## src/u16u8_pkg.sv

```systemverilog
package u16u8_pkg;

	typedef enum logic [2:0] {
		MODE_DETECT,
		MODE_UTF16,
		MODE_PASS,
		MODE_PDFDOC,
		MODE_DROP
	} mode_t;

	localparam logic [1:0] KIND_UTF8 = 2'd0;
	localparam logic [1:0] KIND_PASS = 2'd1;
	localparam logic [1:0] KIND_RAW  = 2'd2;

	localparam logic [1:0] ERR_NONE = 2'd0;
	localparam logic [1:0] ERR_HIGH = 2'd1;
	localparam logic [1:0] ERR_LOW  = 2'd2;

	localparam logic [7:0] BYTE_FE = 8'hFE;
	localparam logic [7:0] BYTE_FF = 8'hFF;
	localparam logic [7:0] BYTE_EF = 8'hEF;
	localparam logic [7:0] BYTE_BB = 8'hBB;
	localparam logic [7:0] BYTE_BF = 8'hBF;

	localparam logic [15:0] HI_SUR_FIRST = 16'hD800;
	localparam logic [15:0] HI_SUR_LAST  = 16'hDBFF;
	localparam logic [15:0] LO_SUR_FIRST = 16'hDC00;
	localparam logic [15:0] LO_SUR_LAST  = 16'hDFFF;
	localparam logic [20:0] CP_SUPP_BASE = 21'h10000;

	localparam int MAX_RES = 4;

	typedef struct packed {
		logic [7:0] in_byte;
		logic       in_last;
	} in_beat_t;

	typedef struct packed {
		logic [7:0] out_byte;
		logic       has_byte;
		logic [1:0] byte_kind;
		logic [1:0] error_code;
		logic       out_last;
	} out_beat_t;

	typedef struct packed {
		mode_t      mode;
		logic [7:0] hold0;
		logic [7:0] hold1;
		logic [1:0] hold_count;
		logic [7:0] pend_hi;
		logic       phase;
		logic [9:0] hs_bits;
		logic       sur_pend;
	} state_t;

	localparam state_t ST_IDLE = '{mode: MODE_DETECT, default: '0};

endpackage

```

## src/utf16be_to_utf8_transcoder.sv

```systemverilog
// Converts the bytes of one string, last byte marked, into result beats of one
// byte each. A leading FE FF selects UTF-16BE to UTF-8 conversion, EF BB BF
// selects pass-through with the mark removed, and any other start passes the
// bytes out raw, tagged for PDFDocEncoding mapping downstream. Each accepted
// byte is decoded from the input register into a result buffer of up to four
// beats, which drains one beat per cycle while out_stall is low; the next byte
// waits in the input register until the final beat of the buffer leaves. The
// last byte of a string always yields at least one beat with out_last set; an
// unpaired surrogate yields an error beat and the rest of that string is dropped.
module utf16be_to_utf8_transcoder import u16u8_pkg::*; (
	input  logic      clk,
	input  logic      arst_n,
	input  logic      in_valid,
	output logic      in_stall,
	input  in_beat_t  in_beat,
	output logic      out_valid,
	input  logic      out_stall,
	output out_beat_t out_beat
);

	logic                     vld_s1;
	in_beat_t                 beat_s1;
	state_t                   st_q;
	out_beat_t [MAX_RES-1:0]  res_q;
	logic [2:0]               cnt_q;

	out_beat_t [MAX_RES-1:0]  dec_res;
	logic [2:0]               dec_num;
	state_t                   dec_nxt;

	logic pop;
	logic load;
	logic take;

	u16u8_decode u_decode (
		.st   (st_q),
		.beat (beat_s1),
		.res  (dec_res),
		.num  (dec_num),
		.nxt  (dec_nxt)
	);

	assign out_valid = (cnt_q != 3'd0);
	assign out_beat  = res_q[0];
	assign pop       = out_valid && !out_stall;
	// decode once the buffer is empty or its final beat leaves this cycle
	assign load      = vld_s1 && (cnt_q == 3'd0 || (cnt_q == 3'd1 && pop));
	assign in_stall  = vld_s1 && !load;
	assign take      = in_valid && !in_stall;

	always_ff @(posedge clk or negedge arst_n) begin
		if (!arst_n) begin
			vld_s1 <= 1'b0;
			cnt_q  <= 3'd0;
			st_q   <= ST_IDLE;
		end else begin
			if (take) begin
				vld_s1 <= 1'b1;
			end else if (load) begin
				vld_s1 <= 1'b0;
			end
			if (load) begin
				cnt_q <= dec_num;
				st_q  <= dec_nxt;
			end else if (pop) begin
				cnt_q <= cnt_q - 3'd1;
			end
		end
	end

	always_ff @(posedge clk) begin
		if (take) begin
			beat_s1 <= in_beat;
		end
		if (load) begin
			res_q <= dec_res;
		end else if (pop) begin
			// advance the next beat to the head
			res_q <= {out_beat_t'('0), res_q[MAX_RES-1:1]};
		end
	end

endmodule

```

## src/u16u8_decode.sv

```systemverilog
module u16u8_decode import u16u8_pkg::*; (
	input  state_t                   st,
	input  in_beat_t                 beat,
	output out_beat_t [MAX_RES-1:0]  res,
	output logic [2:0]               num,
	output state_t                   nxt
);

	function automatic out_beat_t mk(input logic [7:0] b, input logic has,
			input logic [1:0] kind, input logic [1:0] err);
		out_beat_t r;
		r.out_byte   = b;
		r.has_byte   = has;
		r.byte_kind  = kind;
		r.error_code = err;
		r.out_last   = 1'b0;
		return r;
	endfunction

	logic [7:0]  b;
	logic        last;
	logic [15:0] unit;
	logic [20:0] cp;
	logic [1:0]  lkind;
	logic [1:0]  lidx;

	assign b    = beat.in_byte;
	assign last = beat.in_last;
	assign unit = {st.pend_hi, b};
	assign cp   = 21'({st.hs_bits, unit[9:0]}) + CP_SUPP_BASE;

	always_comb begin
		nxt   = st;
		res   = '0;
		num   = 3'd0;
		lkind = KIND_UTF8;
		lidx  = 2'd0;
		unique case (st.mode)
			MODE_DETECT: begin
				if (st.hold_count == 2'd0) begin
					if ((b == BYTE_FE || b == BYTE_EF) && !last) begin
						nxt.hold0      = b;
						nxt.hold_count = 2'd1;
					end else begin
						nxt.mode = MODE_PDFDOC;
						res[0]   = mk(b, 1'b1, KIND_RAW, ERR_NONE);
						num      = 3'd1;
					end
				end else if (st.hold_count == 2'd1) begin
					if (st.hold0 == BYTE_FE && b == BYTE_FF) begin
						nxt.mode       = MODE_UTF16;
						nxt.hold_count = 2'd0;
					end else if (st.hold0 == BYTE_EF && b == BYTE_BB && !last) begin
						nxt.hold1      = b;
						nxt.hold_count = 2'd2;
					end else begin
						// broken mark: flush the held byte as raw
						nxt.mode       = MODE_PDFDOC;
						nxt.hold_count = 2'd0;
						res[0]         = mk(st.hold0, 1'b1, KIND_RAW, ERR_NONE);
						res[1]         = mk(b, 1'b1, KIND_RAW, ERR_NONE);
						num            = 3'd2;
					end
				end else begin
					nxt.hold_count = 2'd0;
					if (b == BYTE_BF) begin
						nxt.mode = MODE_PASS;
					end else begin
						nxt.mode = MODE_PDFDOC;
						res[0]   = mk(st.hold0, 1'b1, KIND_RAW, ERR_NONE);
						res[1]   = mk(st.hold1, 1'b1, KIND_RAW, ERR_NONE);
						res[2]   = mk(b, 1'b1, KIND_RAW, ERR_NONE);
						num      = 3'd3;
					end
				end
			end
			MODE_UTF16: begin
				if (!st.phase) begin
					nxt.pend_hi = b;
					nxt.phase   = 1'b1;
					if (last && st.sur_pend) begin
						res[0]       = mk(8'h00, 1'b0, KIND_UTF8, ERR_HIGH);
						num          = 3'd1;
						nxt.mode     = MODE_DROP;
						nxt.sur_pend = 1'b0;
						nxt.phase    = 1'b0;
					end
				end else begin
					nxt.phase = 1'b0;
					if (st.sur_pend) begin
						if (unit < LO_SUR_FIRST || unit > LO_SUR_LAST) begin
							res[0]       = mk(8'h00, 1'b0, KIND_UTF8, ERR_HIGH);
							num          = 3'd1;
							nxt.mode     = MODE_DROP;
							nxt.sur_pend = 1'b0;
						end else begin
							nxt.sur_pend = 1'b0;
							res[0] = mk({5'b11110, cp[20:18]}, 1'b1, KIND_UTF8, ERR_NONE);
							res[1] = mk({2'b10, cp[17:12]}, 1'b1, KIND_UTF8, ERR_NONE);
							res[2] = mk({2'b10, cp[11:6]}, 1'b1, KIND_UTF8, ERR_NONE);
							res[3] = mk({2'b10, cp[5:0]}, 1'b1, KIND_UTF8, ERR_NONE);
							num    = 3'd4;
						end
					end else if (unit >= HI_SUR_FIRST && unit <= HI_SUR_LAST) begin
						nxt.hs_bits  = unit[9:0];
						nxt.sur_pend = 1'b1;
						if (last) begin
							res[0]       = mk(8'h00, 1'b0, KIND_UTF8, ERR_HIGH);
							num          = 3'd1;
							nxt.mode     = MODE_DROP;
							nxt.sur_pend = 1'b0;
						end
					end else if (unit >= LO_SUR_FIRST && unit <= LO_SUR_LAST) begin
						res[0]   = mk(8'h00, 1'b0, KIND_UTF8, ERR_LOW);
						num      = 3'd1;
						nxt.mode = MODE_DROP;
					end else if (unit[15:7] == 9'd0) begin
						res[0] = mk(unit[7:0], 1'b1, KIND_UTF8, ERR_NONE);
						num    = 3'd1;
					end else if (unit[15:11] == 5'd0) begin
						res[0] = mk({3'b110, unit[10:6]}, 1'b1, KIND_UTF8, ERR_NONE);
						res[1] = mk({2'b10, unit[5:0]}, 1'b1, KIND_UTF8, ERR_NONE);
						num    = 3'd2;
					end else begin
						res[0] = mk({4'hE, unit[15:12]}, 1'b1, KIND_UTF8, ERR_NONE);
						res[1] = mk({2'b10, unit[11:6]}, 1'b1, KIND_UTF8, ERR_NONE);
						res[2] = mk({2'b10, unit[5:0]}, 1'b1, KIND_UTF8, ERR_NONE);
						num    = 3'd3;
					end
				end
			end
			MODE_PASS: begin
				res[0] = mk(b, 1'b1, KIND_PASS, ERR_NONE);
				num    = 3'd1;
			end
			MODE_PDFDOC: begin
				res[0] = mk(b, 1'b1, KIND_RAW, ERR_NONE);
				num    = 3'd1;
			end
			default: begin
				// drop everything after an error
			end
		endcase

		if (last) begin
			unique case (nxt.mode) inside
				MODE_PASS:                lkind = KIND_PASS;
				MODE_PDFDOC, MODE_DETECT: lkind = KIND_RAW;
				default:                  lkind = KIND_UTF8;
			endcase
			if (num == 3'd0) begin
				res[0] = mk(8'h00, 1'b0, lkind, ERR_NONE);
				num    = 3'd1;
			end
			lidx = num[1:0] - 2'd1;
			res[lidx].out_last = 1'b1;
			nxt = ST_IDLE;
		end
	end

endmodule

```

## config.mk

```make
export PLATFORM = sky130hd
export DESIGN_NAME = utf16be_to_utf8_transcoder
export DESIGN_NICKNAME = d
export VERILOG_FILES = /design/src/u16u8_pkg.sv /design/src/utf16be_to_utf8_transcoder.sv /design/src/u16u8_decode.sv
export SDC_FILE = /design/constraint.sdc
export NUM_CORES = 1
export LEC_CHECK = 0
export BUFFER_PORTS_ARGS = -buffer_cell sky130_fd_sc_hd__buf_4
export CORE_ASPECT_RATIO = 0.8
export CORE_MARGIN = 8
export CORE_UTILIZATION = 53
export DETAILED_ROUTE_END_ITERATION = 10
export GPL_TIMING_DRIVEN = 0
export HOLD_SLACK_MARGIN = 0.05
export PLACE_DENSITY = 0.71
export SLEW_MARGIN = 30
export SYNTH_ARGS = -nofsm -noshare
export SYNTH_HDL_FRONTEND = slang
export SYNTH_SLANG_ARGS = --single-unit
```

## constraint.sdc

```tcl
create_clock -name clk -period 3.62 [get_ports clk]
set_input_delay 0.543 -clock clk [delete_from_list [all_inputs] [get_ports clk]]
set_output_delay 0.543 -clock clk [all_outputs]
set_load 0.01 [all_outputs]
```

# ---- Word level (Yosys, flattened, before mapping)
# Cells that the tools add are included.
dict set report op_classes {
  muxes 96
  n_addsub 3
  order_cmp 8
  n_reduce_logical 48
  eq_ne 19
}
# cell count
set op_table {}
lappend op_table {{$mux 28} 7}
lappend op_table {{$mux 14} 13}
lappend op_table {{$mux 42} 4}
lappend op_table {{$mux 56} 3}
lappend op_table {{$mux 3} 26}
lappend op_table {{$bwmux 56} 1}
lappend op_table {{$eq 8x8->1 const B} 7}
lappend op_table {{$mux 8} 7}
lappend op_table {{$pmux 14 s4} 1}
lappend op_table {{$pmux 28 s2} 1}
lappend op_table {{$mux 41} 1}
lappend op_table {{$ge 16x16->1 const B} 2}
lappend op_table {{$le 16x16->1 const B} 2}
lappend op_table {{$demux 14 s2} 1}
lappend op_table {{$mux 26} 1}
lappend op_table {{$add 20x17->21 const B} 1}
lappend op_table {{$mux 10} 2}
lappend op_table {{$mux 20} 1}
lappend op_table {{$reduce_bool 2->1} 10}
lappend op_table {{$mux 18} 1}
lappend op_table {{$mux 2} 9}
lappend op_table {{$gt 16x16->1 const B} 1}
lappend op_table {{$lt 16x16->1 const B} 1}
lappend op_table {{$logic_and 1x1->1} 13}
lappend op_table {{other kinds (27)} 58}
dict set report totals {
  out_inout_bits 16
  regBits 110
  elab_cells 206
  input_bits 13
}

# ---- Logic depth before layout (Yosys ltp)
# Gate-level depths: netlist of the first run.
dict set report depth {
  ltp_word 19
  ltp_mapped 10
  ltp_nobuf 8
}

# ---- Cells and area by module
# A second synthesis of the first run with hierarchy kept.
dict set report unflattened {
  hier_cells 605
  hier_area_um2 6515.0
}
# module cells_per_inst area_each_um2 n_inst
set by_module_without_submodules {}
lappend by_module_without_submodules {utf16be_to_utf8_transcoder 263 4535.6 1}
lappend by_module_without_submodules {u16u8_decode 342 1979.4 1}

# ---- Worst setup path before layout of the first run
# OpenSTA, ideal clock, no wires.
dict set report synth_path {
  path_type {reg-to-reg}
  start {register cnt_q[1]}
  end {register res_q (netlist bit out_beat[0]), enable pin}
  required_time_ps 3238
  period_less_slack_ps 2363
  stages_incl_launch_ff 8
  arrival_time_ps 1981
  setup_slack_ps 1257
  setup_time_ps 382
  path_cell_list {dfrtp_1 > inv_1 > ha_1 > nor2b_1 > o211a_1 > clkbuf_1 > clkbuf_1 > or2_2}
}
dict set report synth_between {
  elab_chain_cells 6
}
# item line_no
set synth_rtl {}
lappend synth_rtl {{start: declaration} utf16be_to_utf8_transcoder.sv:25} ;# logic [2:0] cnt_q;
lappend synth_rtl {{start signal: assignment} utf16be_to_utf8_transcoder.sv:63} ;# cnt_q <= dec_num;
lappend synth_rtl {{start signal: assignment} utf16be_to_utf8_transcoder.sv:66} ;# cnt_q <= cnt_q - 3'd1;
lappend synth_rtl {{$reduce_bool 3->1} utf16be_to_utf8_transcoder.sv:43} ;# assign out_valid = (cnt_q != 3'd0);
lappend synth_rtl {{$logic_and 1x1->1} utf16be_to_utf8_transcoder.sv:45} ;# assign pop = out_valid && !out_stall;
lappend synth_rtl {{$logic_and 1x1->1} utf16be_to_utf8_transcoder.sv:47} ;# assign load = vld_s1 && (cnt_q == 3'd0 || (cnt_q == 3'd1 && pop));
lappend synth_rtl {{$logic_or 1x1->1} utf16be_to_utf8_transcoder.sv:47}
lappend synth_rtl {{$logic_and 1x1->1} utf16be_to_utf8_transcoder.sv:47}
lappend synth_rtl {{$reduce_bool 2->1 (no source line) (*)} n/a}
lappend synth_rtl {{end signal: assignment} utf16be_to_utf8_transcoder.sv:76} ;# res_q <= dec_res;
lappend synth_rtl {{end signal: assignment} utf16be_to_utf8_transcoder.sv:79} ;# res_q <= {out_beat_t'('0), res_q[MAX_RES-1:1]};
lappend synth_rtl {{end: declaration} utf16be_to_utf8_transcoder.sv:24} ;# out_beat_t [MAX_RES-1:0] res_q;
# Mark *: on every way between the ends. The rest lies on a longest branch, timed or not.
# A chain may end at the register's enable or synchronous reset.

# ---- Final worst setup path of the first run
dict set report layout_path {
  start {register beat_s1[8] (netlist name)}
  end {register res_q (netlist bit out_beat[11]), data pin}
}
dict set report layout_between {
  elab_chain_cells 16
}
# item line_no
set layout_rtl {}
lappend layout_rtl {{start: declaration} utf16be_to_utf8_transcoder.sv:22} ;# in_beat_t beat_s1;
lappend layout_rtl {{start signal: assignment} utf16be_to_utf8_transcoder.sv:73} ;# beat_s1 <= in_beat;
lappend layout_rtl {{parallel branches: the longest is 14 deep, another holds $ge 16x16->1} n/a}
lappend layout_rtl {{$mux 56 (*)} u16u8_decode.sv:145} ;# if (last) begin
lappend layout_rtl {{$mux 56 (*)} utf16be_to_utf8_transcoder.sv:75} ;# if (load) begin
# Mark *: on every way between the ends. The select of a mux whose other input is x is not followed.

==> metrics.yaml, run 1 <==
clock_tree:
  path_clk_slew_ps: 60
  cts-resized-gates: 0
  cts_tree: "built"
  htreeDepth: 3
  postCtsSetupBuffers: 0
  cts_buffers: 9
  ctsHoldBuffers: 0
  clkSinkCount: 98
  clock_latency_ps: 350
  cts-root-buf: "clkbuf_16"
  clockBufferDepth: 2
logic_synthesis:
  yosys.area.top_type: "edfxtp_1"
  synth-async-reset-ratio_pct: 45.9
  ys.flop_type: "edfxtp_1"
  synth-seq-cells: 98
  yosysMostFrequentCell: "nand2_1"
  synth-edff-count: 53
  synth_top_area_share_pct: 30.9
  syn_nets: 525
  synthesis.area_um2: 5160
  synth_area_leaders: "edfxtp_1, dfrtp_1, nand2_1"
  synth_cell_types: 69
  synth-seq-area-share_pct: 52.7
  syn_avg_cell_area_um2: 10.1
  netlist_top_cells_count: "nand2_1, edfxtp_1, dfrtp_1"
  synth_cells: 508
  yosys_warnings: 0
pwr:
  sw_frac_of_total_pct: 41.6
  clock_power_share_pct: 17.7
  intPower_mw: 3.09
  p_comb_share_pct: 46.6
  leakage_nw: 2.44
  p_switching_mw: 2.20
  power_density_nw_per_um2: 912
  seqPwrFrac_pct: 35.6
  vdd_drop_max_v: 0.000442
  p_total_mw: 5.30
detailed_routing:
  wl_um: 14500
  vias_per_cell: 6.26
  num_vias: 4198
  wire_per_inst_um: 21.6
  drt_drc_violations_left: 0
  dr.pass1.iters: 6
  ant_nets: 0
  drt-initial-drc-count: 463
worst_setup_path:
  cp_top_family: "compound AO/OA/AOI/OAI gates"
  r2r_end: "out_beat[11]"
  worst-r2r-cell-count: 7
  crit_start: "beat_s1[8]"
  crit_end: "out_beat[11]"
  start_kind: "flop"
  arrival_ps: 3200
  cp-end-kind: "flop"
  crit_cells: 7
  r2r_setup_slack_ps: 460
  cp_max_fo: 10
  critical_path_class: "flop to flop"
  worstPathCellList: "clkbuf_1 > nor4_2 > nand3_1 > a221oi_1 > nand2b_1 > o21ai_2 > a32oi_1"
  crit_buf_inv: 1
  reg2reg_from: "beat_s1[8]"
  cp_data_required_time_ps: 3660
  worst_path_largest_cell_delay_ps: 540
  slowest_stage: "nor4_2"
floorplan:
  fp.coreArea_um2: 9570
  die_height_um: 104
  die_area_um2: 13200
  initial_core_util_pct: 53.9
  die_width_um: 126
  ioPinCount: 29
  rows: 32
timing:
  worst_pin_slew_ps: 852
  rsz0062_at_grt: "no"
  finalSetupTns_ps: 0
  period_needed_ps: 3160
  finalSetupViolations: 0
  fmax_mhz: 317
  report.final.slew_viol_count: 0
  min_period_over_period_pct: 87.2
  fin_hold_ws_ps: 208
  skew_ps: 9.11
  relSlewSlack_pct: 42.8
  hold_viol: 0
cells_and_area:
  final_layout_size_suffix_gt1_share_pct: 14.9
  fin_cells: 671
  layout.nets: 565
  n_antenna_cell: 0
  fill_cells: 796
  fin_area_um2: 5800
  seq_area_um2: 2720
  multi_input_area_um2: 2110
  area_delta_synth_final_pct: 12.5
placed_design:
  gp_congestion: 0.939
  placed_cell_area_um2: 5530
  place_hpwl_um: 10200
  dp.cells: 656
  port_buffers: 28
global_routing:
  grt_util_met1_pct: 31.0
  grt_first_pass_wirelength_um: 22700
  global_route.usage.total_pct: 22.3
  use_met2_pct: 32.7
  grt_max_degree: 46
  use_met3_pct: 6.51
  grt_antenna_before_repair: 0
  grt_pass1_vias: 4003
  grt-busiest-layer: "met2"
  grt_overflow: 0
status:
  outcome: "finished, final reports clean"
flow_run:
  max-cap-violations: 0
worst_hold_path:
  hp-class: "input pin to asynchronous set/reset pin"
[power by group through the flow]
stage / combinational, mW / sequential, mW / clock, mW
after floorplan: 1.65 / 1.84 / 0
after global placement: 2.36 / 1.89 / 0
after detailed placement: 2.41 / 1.90 / 0
after CTS: 2.43 / 1.88 / 0.937
after global routing: 2.67 / 1.92 / 0.979
final: 2.47 / 1.89 / 0.938
[per-stage QoR]
stage | utilization [%] | setup slack (ps)
after floorplan | - | 1260
after global placement | 57.6 | 436
after detailed placement | 57.7 | 601
after CTS | 60.6 | 586
after global routing | 60.6 | 400
final | 60.6 | 464
[area by class of cell]
type / instances / area share [%]
flip-flops and latches: 98 / 46.8
multi-input cells: 342 / 36.4
plain buffers: 51 / 4.55
clock buffers: 12 / 4.08
repair buffers: 29 / 3.75
well taps: 119 / 2.57
inverters: 17 / 1.10
clock inverters: 3 / 0.712
[worst register-to-register path, cell delays in order (launching register included)]
cell	delay [ps]
edfxtp_1	460
clkbuf_1	400
nor4_2	540
nand3_1	230
a221oi_1	520
nand2b_1	180
o21ai_2	380
a32oi_1	150
[state kept, by name (all words and copies together), names as in the netlist]
signal / cells
vld_s1: 1
out_beat: 14
cnt_q: 3
res_q: 30
st_q: 41
beat_s1: 9
[per-layer routing]
metal,vias to the layer above,wire (um)
met1,2001,6620
met2,215,6320
met5,-,0
met4,0,308
met3,35,1280
li1,1947,-
[kinds of logic after synthesis]
| kind of cell | share of synthesized area [%] |
|---|---|
| simple gates | 17.0 |
| compound gates | 21.2 |
| flops | 52.7 |
| buf+inv | 6.36 |
| xor+xnor | 1.02 |
| mux | 0.801 |
| fa+ha+maj | 0.971 |
[cell usage in the layout (no fill, tap or decap), types with 17 or more instances in the layout]
cell,n
dfrtp_1,45
o21ai_1,17
a21oi_1,23
edfxtp_1,53
nor2_1,35
inv_1,17
nand2_1,67
o21ai_0,33
clkbuf_1,29
buf_4,43
[worst min path at each step]
| stage | end | slack [ps] |
|---|---|---|
| 2_1_floorplan | cnt_q[0] | 250 |
| 3_3_place_gp | st_q[27] | 460 |
| 3_5_place_dp | st_q[26] | 470 |
| 4_1_cts | st_q[14] | 230 |
| 5_1_grt | st_q[17] | 250 |
| 6_report | st_q[25] | 210 |
Power figures use the tool's default switching activity.
==> run 2, diff against run 1 <==
--- a/config.mk
+++ b/config.mk
@@ -12,7 +12,7 @@
 export DETAILED_ROUTE_END_ITERATION = 10
 export GPL_TIMING_DRIVEN = 0
 export HOLD_SLACK_MARGIN = 0.05
-export PLACE_DENSITY = 0.71
+export PLACE_DENSITY = 0.82
 export SLEW_MARGIN = 30
 export SYNTH_ARGS = -nofsm -noshare
 export SYNTH_HDL_FRONTEND = slang
==> metrics.yaml, run 2 (same netlist as run 1, synthesis figures left out) <==
status:
  outcome: "finished, final reports clean"
clock_tree:
  cts-root-buf: "clkbuf_16"
  postCtsSetupBuffers: 0
  clock_latency_ps: 350
  ctsHoldBuffers: 0
  cts_buffers: 9
  path_clk_slew_ps: 70
  clkSinkCount: 98
  clockBufferDepth: 2
  cts-resized-gates: 0
  cts_tree: "built"
  htreeDepth: 3
timing:
  finalSetupViolations: 0
  worst_pin_slew_ps: 838
  fmax_mhz: 338
  finalSetupTns_ps: 0
  skew_ps: 8.33
  period_needed_ps: 2960
  relSlewSlack_pct: 43.7
  min_period_over_period_pct: 81.8
  report.final.slew_viol_count: 0
  rsz0062_at_grt: "no"
  fin_hold_ws_ps: 203
  hold_viol: 0
floorplan:
  fp.coreArea_um2: 9570
  die_height_um: 104
  die_area_um2: 13200
  initial_core_util_pct: 53.9
  die_width_um: 126
  ioPinCount: 29
  rows: 32
global_routing:
  grt_overflow: 0
  grt_first_pass_wirelength_um: 22900
  grt_antenna_before_repair: 0
  global_route.usage.total_pct: 22.1
  grt_max_degree: 46
  grt_pass1_vias: 4193
worst_setup_path:
  start_kind: "flop"
  cp_max_fo: 10
  cp_data_required_time_ps: 3680
  crit_top_cell: "clkbuf_1"
  arrival_ps: 3020
  worst_path_largest_cell_delay_ps: 500
  slowest_stage: "clkbuf_1"
  critical_path_class: "flop to flop"
  cp-end-kind: "flop"
  worstPathCellList: "inv_1 > ha_1 > nor2b_1 > o211ai_1 > buf_2 > clkbuf_1 > clkbuf_1 > o21ai_0"
cells_and_area:
  layout.nets: 565
  final_common_cell: "nand2_1"
  most-common-layout-cells: "nand2_1, edfxtp_1, dfrtp_1, buf_4, nor2_1"
  n_antenna_cell: 0
  fin_cells: 672
  top_register: "st_q"
  area_delta_synth_final_pct: 12.8
  largest_register_ffs: 41
  final_layout_size_suffix_gt1_share_pct: 15.2
detailed_routing:
  dr.pass1.iters: 6
  vias_per_cell: 6.44
  wl_um: 14400
  wire_per_inst_um: 21.5
  ant_nets: 0
  drt-initial-drc-count: 535
  num_vias: 4330
  drt_drc_violations_left: 0
pwr:
  leakage_nw: 2.45
  power_density_nw_per_um2: 905
  vdd_drop_max_v: 0.000440
flow_run:
  max-cap-violations: 0
placed_design:
  gp_congestion: 0.934
  dp.cells: 656
  place_hpwl_um: 10100
  port_buffers: 28
worst_hold_path:
  hp-class: "input pin to asynchronous set/reset pin"
-- run 2: changes by cell type in the layout (fill, tap and decap cells not counted), sizes merged --
cell,before,now
bufinv,1,0
clkbuf,38,41
clkinv,1,0
clkinvlp,1,0
inv,17,18
-- run 2: final timing paths --
check / endpoint / depth (start not counted) / slack, ps / from
hold / removal: st_q[33] / 1 / 200 / arst_n
setup reg to reg: res_q[18] / 8 / 660 / cnt_q[1]
min in group clk: beat_s1[1] / 1 / 370 / in_beat[1]
setup / recovery: res_q[18] / 8 / 660 / cnt_q[1]
hold reg to reg: st_q[22] / 1 / 480 / st_q[22]
max in group asynchronous: st_q[3] / 1 / 2960 / arst_n
-- run 2: where the power goes --
group / total (mW) / internal (mW) / switching (mW)
sequential: 1.90 / 1.70 / 0.199
clock: 0.951 / 0.547 / 0.404
combinational: 2.42 / 0.862 / 1.56
total: 5.26 / 3.11 / 2.16
-- run 2: worst max-delay path: cells and delay by family (launching register included) --
kind	cells	cell delay, ps
adder cells (fa/ha/maj)	1	190
AND/OR/NAND/NOR	1	150
buffers and inverters	4	1310
AO/OA/AOI/OAI	2	670
flip-flops	1	350
-- run 2: layout make-up --
type / instances / area (um^2)
Buffer: 51 / 264
Timing Repair Buffer: 29 / 215
Fill cell: 795 / 3750
Inverter: 17 / 63.8
Tap cell: 119 / 149
Clock inverter: 1 / 6.26
Clock buffer: 15 / 289
Sequential cell: 98 / 2720
Multi-Input combinational cell: 342 / 2110
-- run 2: per-stage QoR --
step | power, mW | worst slack, ps | area, um^2 | util [%]
4_1_cts | 5.23 | 510 | 5820 | 60.8
5_1_grt | 5.56 | 476 | 5820 | 60.8
2_1_floorplan | 3.49 | 1260 | 5160 | -
3_3_place_gp | 4.20 | 529 | 5520 | 57.6
3_5_place_dp | 4.28 | 518 | 5520 | 57.7
6_report | 5.26 | 660 | 5820 | 60.8
-- run 2: layer usage --
| metal | vias to the layer above | global-route usage [%] | part of all wire, % |
|---|---|---|---|
| met4 | 0 | 6.00 | 2.1 |
| met1 | 2117 | 31.0 | 43 |
| li1 | 1934 | - | - |
| met3 | 28 | 6.05 | 11 |
| met2 | 251 | 32.9 | 44 |
| met5 | - | 0 | 0 |
